`src/hdl/lbbc_pkg.sv`:
```
// Package for the LRU block buffer cache: function codes, status codes,
// controller state type and datapath command/status structs. No dependencies.
package lbbc_pkg;

   localparam int FUNC_W   = 2;
   localparam int DEV_W    = 8;
   localparam int BLK_W    = 32;
   localparam int SLOT_W   = 5;
   localparam int TICK_W   = 32;
   localparam int STATUS_W = 2;
   localparam int COUNT_W  = 8;
   localparam logic [COUNT_W-1:0] COUNT_MAX = 8'hFF;
   localparam logic [TICK_W-1:0]  STAMP_MAX = 32'hFFFF_FFFF;

   typedef enum logic [FUNC_W-1:0] {
      FUNC_GET     = 2'd0,
      FUNC_RELEASE = 2'd1,
      FUNC_PIN     = 2'd2,
      FUNC_UNPIN   = 2'd3
   } func_type;

   typedef enum logic [STATUS_W-1:0] {
      ST_OK      = 2'd0,
      ST_NO_FREE = 2'd1,
      ST_UNDER   = 2'd2,
      ST_OVER    = 2'd3
   } status_type;

   typedef enum logic [3:0] {
      S_IDLE = 4'b0001,
      S_SCAN = 4'b0010,
      S_ACT  = 4'b0100,
      S_OUT  = 4'b1000
   } state_type;

   // controller -> datapath
   typedef struct packed {
      logic load;   // capture the incoming item
      logic scan;   // clear scan results and run one scan step
      logic act;    // apply the update and form the result
   } cmd_type;

   // datapath -> controller
   typedef struct packed {
      logic scan_done;
   } stat_type;

endpackage

```
`src/hdl/lbbc_ctrl.sv`:
```
// Controller state machine for the LRU block buffer cache.
// Depends on lbbc_pkg.
module lbbc_ctrl
   import lbbc_pkg::*;
(
   input  logic     clock,
   input  logic     reset,
   input  logic     req_tvalid,
   output logic     req_tready,
   output logic     rsp_tvalid,
   input  logic     rsp_tready,
   input  stat_type stat,
   output cmd_type  cmd
);

   state_type state_ff, state_in;

   assign req_tready = (state_ff == S_IDLE);
   assign rsp_tvalid = (state_ff == S_OUT);

   always_comb begin
      cmd      = '0;
      state_in = state_ff;
      unique case (state_ff)
         S_IDLE: begin
            if (req_tvalid) begin
               cmd.load = 1'b1;
               state_in = S_SCAN;
            end
         end
         S_SCAN: begin
            cmd.scan = 1'b1;
            if (stat.scan_done) state_in = S_ACT;
         end
         S_ACT: begin
            cmd.act  = 1'b1;
            state_in = S_OUT;
         end
         S_OUT: begin
            if (rsp_tready) state_in = S_IDLE;
         end
         default: state_in = S_IDLE;
      endcase
   end

   always_ff @(posedge clock) begin
      if (reset) state_ff <= S_IDLE;
      else       state_ff <= state_in;
   end

endmodule

```
`config.mk`:
```
export PLATFORM = sky130hd
export DESIGN_NAME = lbbc_ctrl
export DESIGN_NICKNAME = d
export VERILOG_FILES = /design/src/hdl/lbbc_pkg.sv /design/src/hdl/lbbc_ctrl.sv
export SDC_FILE = /design/constraint.sdc
export NUM_CORES = 1
export LEC_CHECK = 0
export BUFFER_PORTS_ARGS = -buffer_cell sky130_fd_sc_hd__clkbuf_2
export CAP_MARGIN = 20
export CORE_AREA = 2 2 39 41
export CTS_CLUSTER_DIAMETER = 120
export DETAILED_ROUTE_END_ITERATION = 12
export DIE_AREA = 0 0 41 43
export GPL_TIMING_DRIVEN = 0
export MAX_ROUTING_LAYER = met4
export PLACE_DENSITY_LB_ADDON = 0.25
export SETUP_SLACK_MARGIN = 0.4
export SLEW_MARGIN = 10
export SYNTH_ARGS = -nofsm -noshare
export SYNTH_HDL_FRONTEND = slang
export SYNTH_SLANG_ARGS = --single-unit
```
`constraint.sdc`:
```
create_clock -name clock -period 1.25 [get_ports clock]
set_input_delay 0.1875 -clock clock [delete_from_list [all_inputs] [get_ports clock]]
set_output_delay 0.1875 -clock clock [all_outputs]
set_load 0.05 [all_outputs]
```
==> run metrics, run 1 <==
CP Buf/Inv Count 2; CP max-delay cell or4b_4; top cell type by total area after synthesis dfxtp_1; DP Area between 300 and 400 um^2; CTS buffer count 3; fraction of layout cells with a size suffix above 1 between 70% and 80%; Reg2Reg Setup Slack -230 ps; Final setup violation count 8; die height 43 um; YS warnings 0; total number of vias 273; register area share after synthesis 37.0%; Setup WS post-layout -309 ps; slew at the pin with the worst max-slew slack 361 ps; Slew Viols, Final 0; sequential power share 27.2%; RSZ-0062 raised after global routing yes; Startpoint Class flop; total grt overflow 0; cts hold-fix bufs 0; CTS tree yes; largest net degree at the start of global routing 9; Req. time, crit path 1060 ps; Mapped Cells 24; I/O Buffers 9; max FFs per register 4; crit-path cells or4b_4, clkinvlp_4, clkbuf_16; gate family responsible for the most delay along the worst path simple AND/OR/NAND/NOR gates; violation count after the first detailed-route iteration 1; number of nets in the layout 52; R2R depth 3; die span in x 41 um; Top Layer Used met4; max-cap viol count 0; RR Endpoint state_ff[0]; I/O pin count 10; clock share of power 30.7%; Final HPWL DP about 400 um; hold_sp reset; Synth-to-Final Area Change 146%; syn avg cell area between 9 and 10 um^2; Syn Std Cell Area between 200 and 250 um^2; post-synthesis net count 29; met2 wire length 364 um; CP peak stage delay 550 ps; Routed WL 647 um; met3 wire length 28 um; Synth area leaders dfxtp_1, nor3b_1, nor4b_1; Top Registers state_ff (4); skew final around 0.56 ps; Min-Delay Path Depth 2; global-route wire length before repair 1030 um; Gate power share 42.2%; M1 wire length 240 um; fin area 533 um^2; clk sinks 4; Layout Cells excl Fill between 60 and 70; vias in the first global route 258; Initial Utilization 15.6%; Hold Crit Class in2reg; failing checks setup timing; clk slew on worst S/H paths 40 ps; routability cong. 0.701; H-tree depth 1; Sw Share 29.9%; GRT Total Usage a little under a tenth; initial antenna violation count 0; die area 1760 um^2; core area 1380 um^2; ys flop type dfxtp_1; Ant. Diodes 0; Pleak ~0.21 nW; CP max FO 4; asr flop ratio synth 0%; number of flops mapped to enable cells by yosys 0; Rows 14; Vias per Instance 4.48; final period utilization 125%; Pre-antenna DRT Iters 2; Worst-Skew Late Latency between 200 and 250 ps; top cell type's share of synthesized area 37.0%; final hold viol count 0; hold path endpoint state_ff[2]; Max Root-Sink Buffers 2; Arr. time, crit path between 1000 and 1500 ps; final routed DRC violation total 0; CP Class reg2out; min cycle time layout roughly 1600 ps; power per cell area 963 nW/um^2; most frequent cells after synthesis dfxtp_1, inv_1, nor3b_1, nor4_1, nor4b_1; CP endpoint kind output pin; Peak Freq about 640 MHz; VDD IR max 434 uV; DP Cell Count 49; worst rel slew slack 75.7%; status finished with violations; Distinct cells, synth 14; #FFs+latches synth 4; register name with the most flops state_ff; P_sw between 150 and 200 uW; reg2reg start state_ff[0]; Pint 360 uW; post-route ant nets 0; clk root buf clkbuf_4; Avg WL per Cell around 11 um
[power by group through the flow]
stage	clock network [mW]	registers, mW	logic [mW]
floorplan	0	0.155	0.0817
global placement	0	0.158	0.105
detailed placement	0	0.159	0.105
CTS	0.166	0.145	0.182
global route	0.172	0.140	0.228
finish	0.158	0.139	0.216
[metal layers]
| layer | GRT usage [%] | vias to the layer above |
|---|---|---|
| li1 | - | 137 |
| met1 | 10.3 | 128 |
| met2 | 13.1 | 6 |
| met3 | 2.09 | 2 |
| met4 | 8.00 | 0 |
| met5 | - | - |
[cell families (layout without fill, tap and decap cells)]
family                 count (synthesis)  count (layout)  share of synthesized area (%)
DFF                                    4               4                           37.0
buffers and inverters                  4              25                           6.93
and+or+nand+nor                       11              11                           38.7
AOI/OAI and AO/OA                      5               5                           17.3
[how the worst max path moves through the flow]
stage	slack [ps]	end	start	depth (start not counted)
6_report	-310	cmd[1]	state_ff[0]	3
5_1_grt	-340	cmd[1]	state_ff[0]	3
3_3_place_gp	-220	cmd[1]	state_ff[1]	3
4_1_cts	-320	cmd[1]	state_ff[0]	3
3_5_place_dp	-230	cmd[1]	state_ff[1]	3
2_1_floorplan	-390	cmd[2]	state_ff[3]	2
[per-stage QoR]
step | util [%] | hold WS (ps) | setup TNS [ps] | worst slack (ps) | power (mW)
final | 38.5 | 163 | -1480 | -309 | 0.513
after global routing | 38.5 | 165 | -1790 | -344 | 0.540
after CTS | 35.4 | 157 | -1250 | -319 | 0.493
after detailed placement | 24.1 | 408 | -489 | -227 | 0.263
after global placement | 24.1 | 413 | -476 | -223 | 0.263
after floorplan | - | 250 | -1030 | -392 | 0.237
[what timing repair did]
action                                  in CTS  in global routing
cloned                                       0                  0
pin swaps                                    2                  3
endpoints found under the setup margin       9                  9
gates resized for setup                     20                  2
buffers inserted                             5                  4
[cell usage in the layout, fill, tap and decap left out]
| cell | instances |
|---|---|
| clkbuf_4 | 3 |
| clkbuf_2 | 4 |
| nor4_4 | 1 |
| nor4_1 | 1 |
| nor2_1 | 1 |
| and2_4 | 1 |
| inv_2 | 1 |
| o311ai_0 | 1 |
| buf_6 | 2 |
| clkbuf_8 | 2 |
| nor3b_2 | 2 |
| a21oi_1 | 1 |
| a221o_1 | 1 |
| inv_1 | 2 |
| or4b_4 | 1 |
| dfxtp_4 | 4 |
| clkbuf_16 | 3 |
| clkinvlp_4 | 1 |
| nor3b_1 | 1 |
| o21ai_0 | 1 |
| and2b_1 | 1 |
| a2bb2oi_1 | 1 |
| nor4b_4 | 2 |
| buf_4 | 7 |
[layout make-up]
type	instances	area, um^2
multi-input cells	16	179
inverters	4	18.8
fillers	139	851
flip-flops and latches	4	95.1
well taps	16	20.0
clock buffers	3	22.5
repair buffers	18	198
Power figures use the tool's default switching activity.
==> run 2: changes to the inputs <==
--- a/config.mk
+++ b/config.mk
@@ -5,6 +5,7 @@
 export SDC_FILE = /design/constraint.sdc
 export NUM_CORES = 1
 export LEC_CHECK = 0
+export ABC_AREA = 1
 export BUFFER_PORTS_ARGS = -buffer_cell sky130_fd_sc_hd__clkbuf_2
 export CAP_MARGIN = 20
 export CORE_AREA = 2 2 39 41
==> run metrics, run 2 <==
status finished with violations; failing checks setup timing; Max Root-Sink Buffers 2 (unchanged); min cycle time layout 1300 ps (-256 ps); Synth-to-Final Area Change 117%; R2R depth 8 (+5); hold path endpoint state_ff[1]; crit-path cells inv_4, nor2_4, nand2_4, nor2_4, buf_8; post-synthesis net count 43 (+48%); Synth area leaders dfxtp_1, nor2_4, nand3_1; Vias per Instance 4.12 (-7.9%); RSZ-0062 raised after global routing yes; met3 wire length 37 um (+32%); vias in the first global route 282 (+9.3%); Syn Std Cell Area 258 um^2 (+19%); total grt overflow 0 (unchanged); worst rel slew slack 86.6% (+11 points); final routed DRC violation total 0 (unchanged); Startpoint Class flop; die height 43 um (unchanged); global-route wire length before repair 1110 um (+8.0%); hold_sp reset; most frequent cells after synthesis inv_1, nand3_1, dfxtp_1, nor2_1; most frequent cells in the layout buf_4, inv_1, nor2_4, clkbuf_2; Top Layer Used met3; Distinct cells, synth 14 (unchanged); M1 wire length 311 um (+30%); Final setup violation count 4 (-4); Initial Utilization 18.6% (+3.0 points); Worst-Skew Late Latency 240 ps (about the same); top-count cell post-synth inv_1; Ant. Diodes 0 (unchanged); H-tree depth 1 (unchanged); reg2reg start state_ff[0]; max FFs per register 4 (unchanged); slew at the pin with the worst max-slew slack 200 ps (-161 ps); RR Endpoint state_ff[1]; Finished Core Util 40.4% (+1.9 points); Rows 14 (unchanged); commonest non-fill, non-tap cell in the layout buf_4; Routed WL 694 um (+7.3%); syn avg cell area 6.78 um^2 (-25%); number of nets in the layout 65 (+25%); violation count after the first detailed-route iteration 0 (-1); max-cap viol count 0 (unchanged); Hold Crit Class in2reg; YS warnings 0 (unchanged); Final HPWL DP 453 um (+13%); CP endpoint kind output pin; Reg2Reg Setup Slack 150 ps (+380 ps); I/O Buffers 9 (unchanged); post-route ant nets 0 (unchanged); final hold viol count 0 (unchanged); CTS buffer count 3 (unchanged); Top Registers state_ff (4); met2 wire length 345 um (-5.2%); core area 1380 um^2 (unchanged); cts hold-fix bufs 0 (unchanged); Avg WL per Cell 9.25 um (-13%); largest net degree at the start of global routing 6 (-3); Fillers 139 (unchanged); VDD IR max 474 uV (+9.2%); total number of vias 309 (+13%); Req. time, crit path 1060 ps (about the same); Layout Cells excl Fill 75 (+23%); final period utilization 104% (-20 points); fraction of layout cells with a size suffix above 1 71.2% (-4.4 points); CP peak stage delay 390 ps (-160 ps); CTS tree yes; initial antenna violation count 0 (unchanged); register name with the most flops state_ff; die area 1760 um^2 (unchanged); GRT Total Usage 9.98% (+0.73 points); die span in x 41 um (unchanged); routability cong. 0.778 (+11%); clk root buf clkbuf_4; CP max-delay cell dfxtp_4; asr flop ratio synth 0% (unchanged); skew final 2.72 ps (+2.17 ps); I/O pin count 10 (unchanged); #FFs+latches synth 4 (unchanged); register area share after synthesis 31.1% (-5.9 points); Peak Freq 767 MHz (+20%); ys flop type dfxtp_1; CP Class reg2out; Mapped Cells 38 (+58%); DP Cell Count 63 (+29%); number of flops mapped to enable cells by yosys 0 (unchanged); Min-Delay Path Depth 2 (unchanged); Pre-antenna DRT Iters 1 (-1); CP max FO 4 (unchanged); Setup WS post-layout -53.2 ps (+256 ps); top cell type by total area after synthesis dfxtp_1; Arr. time, crit path 1120 ps (-250 ps); top cell type's share of synthesized area 31.1% (-5.9 points); power per cell area 972 nW/um^2 (+0.87%); Place WS 13.3 ps (+241 ps); Slew Viols, Final 0 (unchanged); Pleak 0.251 nW (+18%); clk slew on worst S/H paths 40 ps (about the same); Register Area 92.6 um^2 (-2.6%); cell mode on critical path nor2_4; clk sinks 4 (unchanged); footprint of the multi-input gates 191 um^2 (+7.0%)
run 2: cell types whose count changed in the layout (fill, tap and decap cells not counted), sizes merged, moves of 2 or more:
cell / previous run / this run
nand3: 0 / 6
inv: 3 / 9
nand2: 0 / 4
nor4b: 2 / 0
nor2: 1 / 8
nor3b: 3 / 0
run 2: worst max path at each step:
stage | startpoint | to | slack (ps) | cells after the start
2_1_floorplan | state_ff[1] | rsp_tvalid | 60 | 1
3_3_place_gp | state_ff[0] | cmd[2] | 4 | 5
3_5_place_dp | state_ff[0] | cmd[2] | 10 | 5
4_1_cts | state_ff[0] | cmd[2] | -70 | 5
5_1_grt | state_ff[0] | cmd[2] | -130 | 5
6_report | state_ff[0] | cmd[2] | -50 | 5
run 2: kinds of logic after synthesis:
| group | after synthesis | synth area share, % |
|---|---|---|
| simple gates | 20 | 44.7 |
| buf+inv | 11 | 16.0 |
| flops | 4 | 31.1 |
| compound gates | 3 | 8.25 |
run 2: repair_timing:
item	4_1_cts	5_1_grt
pin swaps	3	1
cloned	0	0
endpoints found under the setup margin	9	9
setup buffers	6	2
resized for setup	18	8
run 2: through the flow:
stage | hold WS, ps | TNS [ps] | power, mW | area (um^2)
floorplan | 243 | 0 | 0.253 | 292
global placement | 397 | 0 | 0.281 | 357
detailed placement | 402 | 0 | 0.281 | 357
CTS | 142 | -225 | 0.533 | 514
global route | 143 | -435 | 0.590 | 559
finish | 154 | -133 | 0.543 | 559
run 2: area by class of cell:
class	count	area share, %
tap	16	3.58
clock buffer	4	4.70
inverter	11	9.17
multi-input combinational	23	34.2
sequential	4	16.6
timing repair buffer	17	31.8
run 2: worst max-delay path: cells and delay by family (launching register included):
family	cells	cell delay, ps
and+or+nand+nor	3	290
buffers and inverters	2	190
DFF	1	390
run 2: where the power goes:
| part | internal (mW) | switching (mW) | leakage (nW) |
|---|---|---|---|
| clock | 0.120 | 0.0580 | 0.0150 |
| sequential | 0.135 | 0.0186 | 0.0348 |
| combinational | 0.103 | 0.109 | 0.201 |
run 2: routing by layer:
| metal | up-vias | global-route usage, % |
|---|---|---|
| li1 | 162 | - |
| met5 | - | - |
| met2 | 10 | 14.1 |
| met4 | 0 | 2.00 |
| met1 | 137 | 10.9 |
| met3 | 0 | 7.85 |
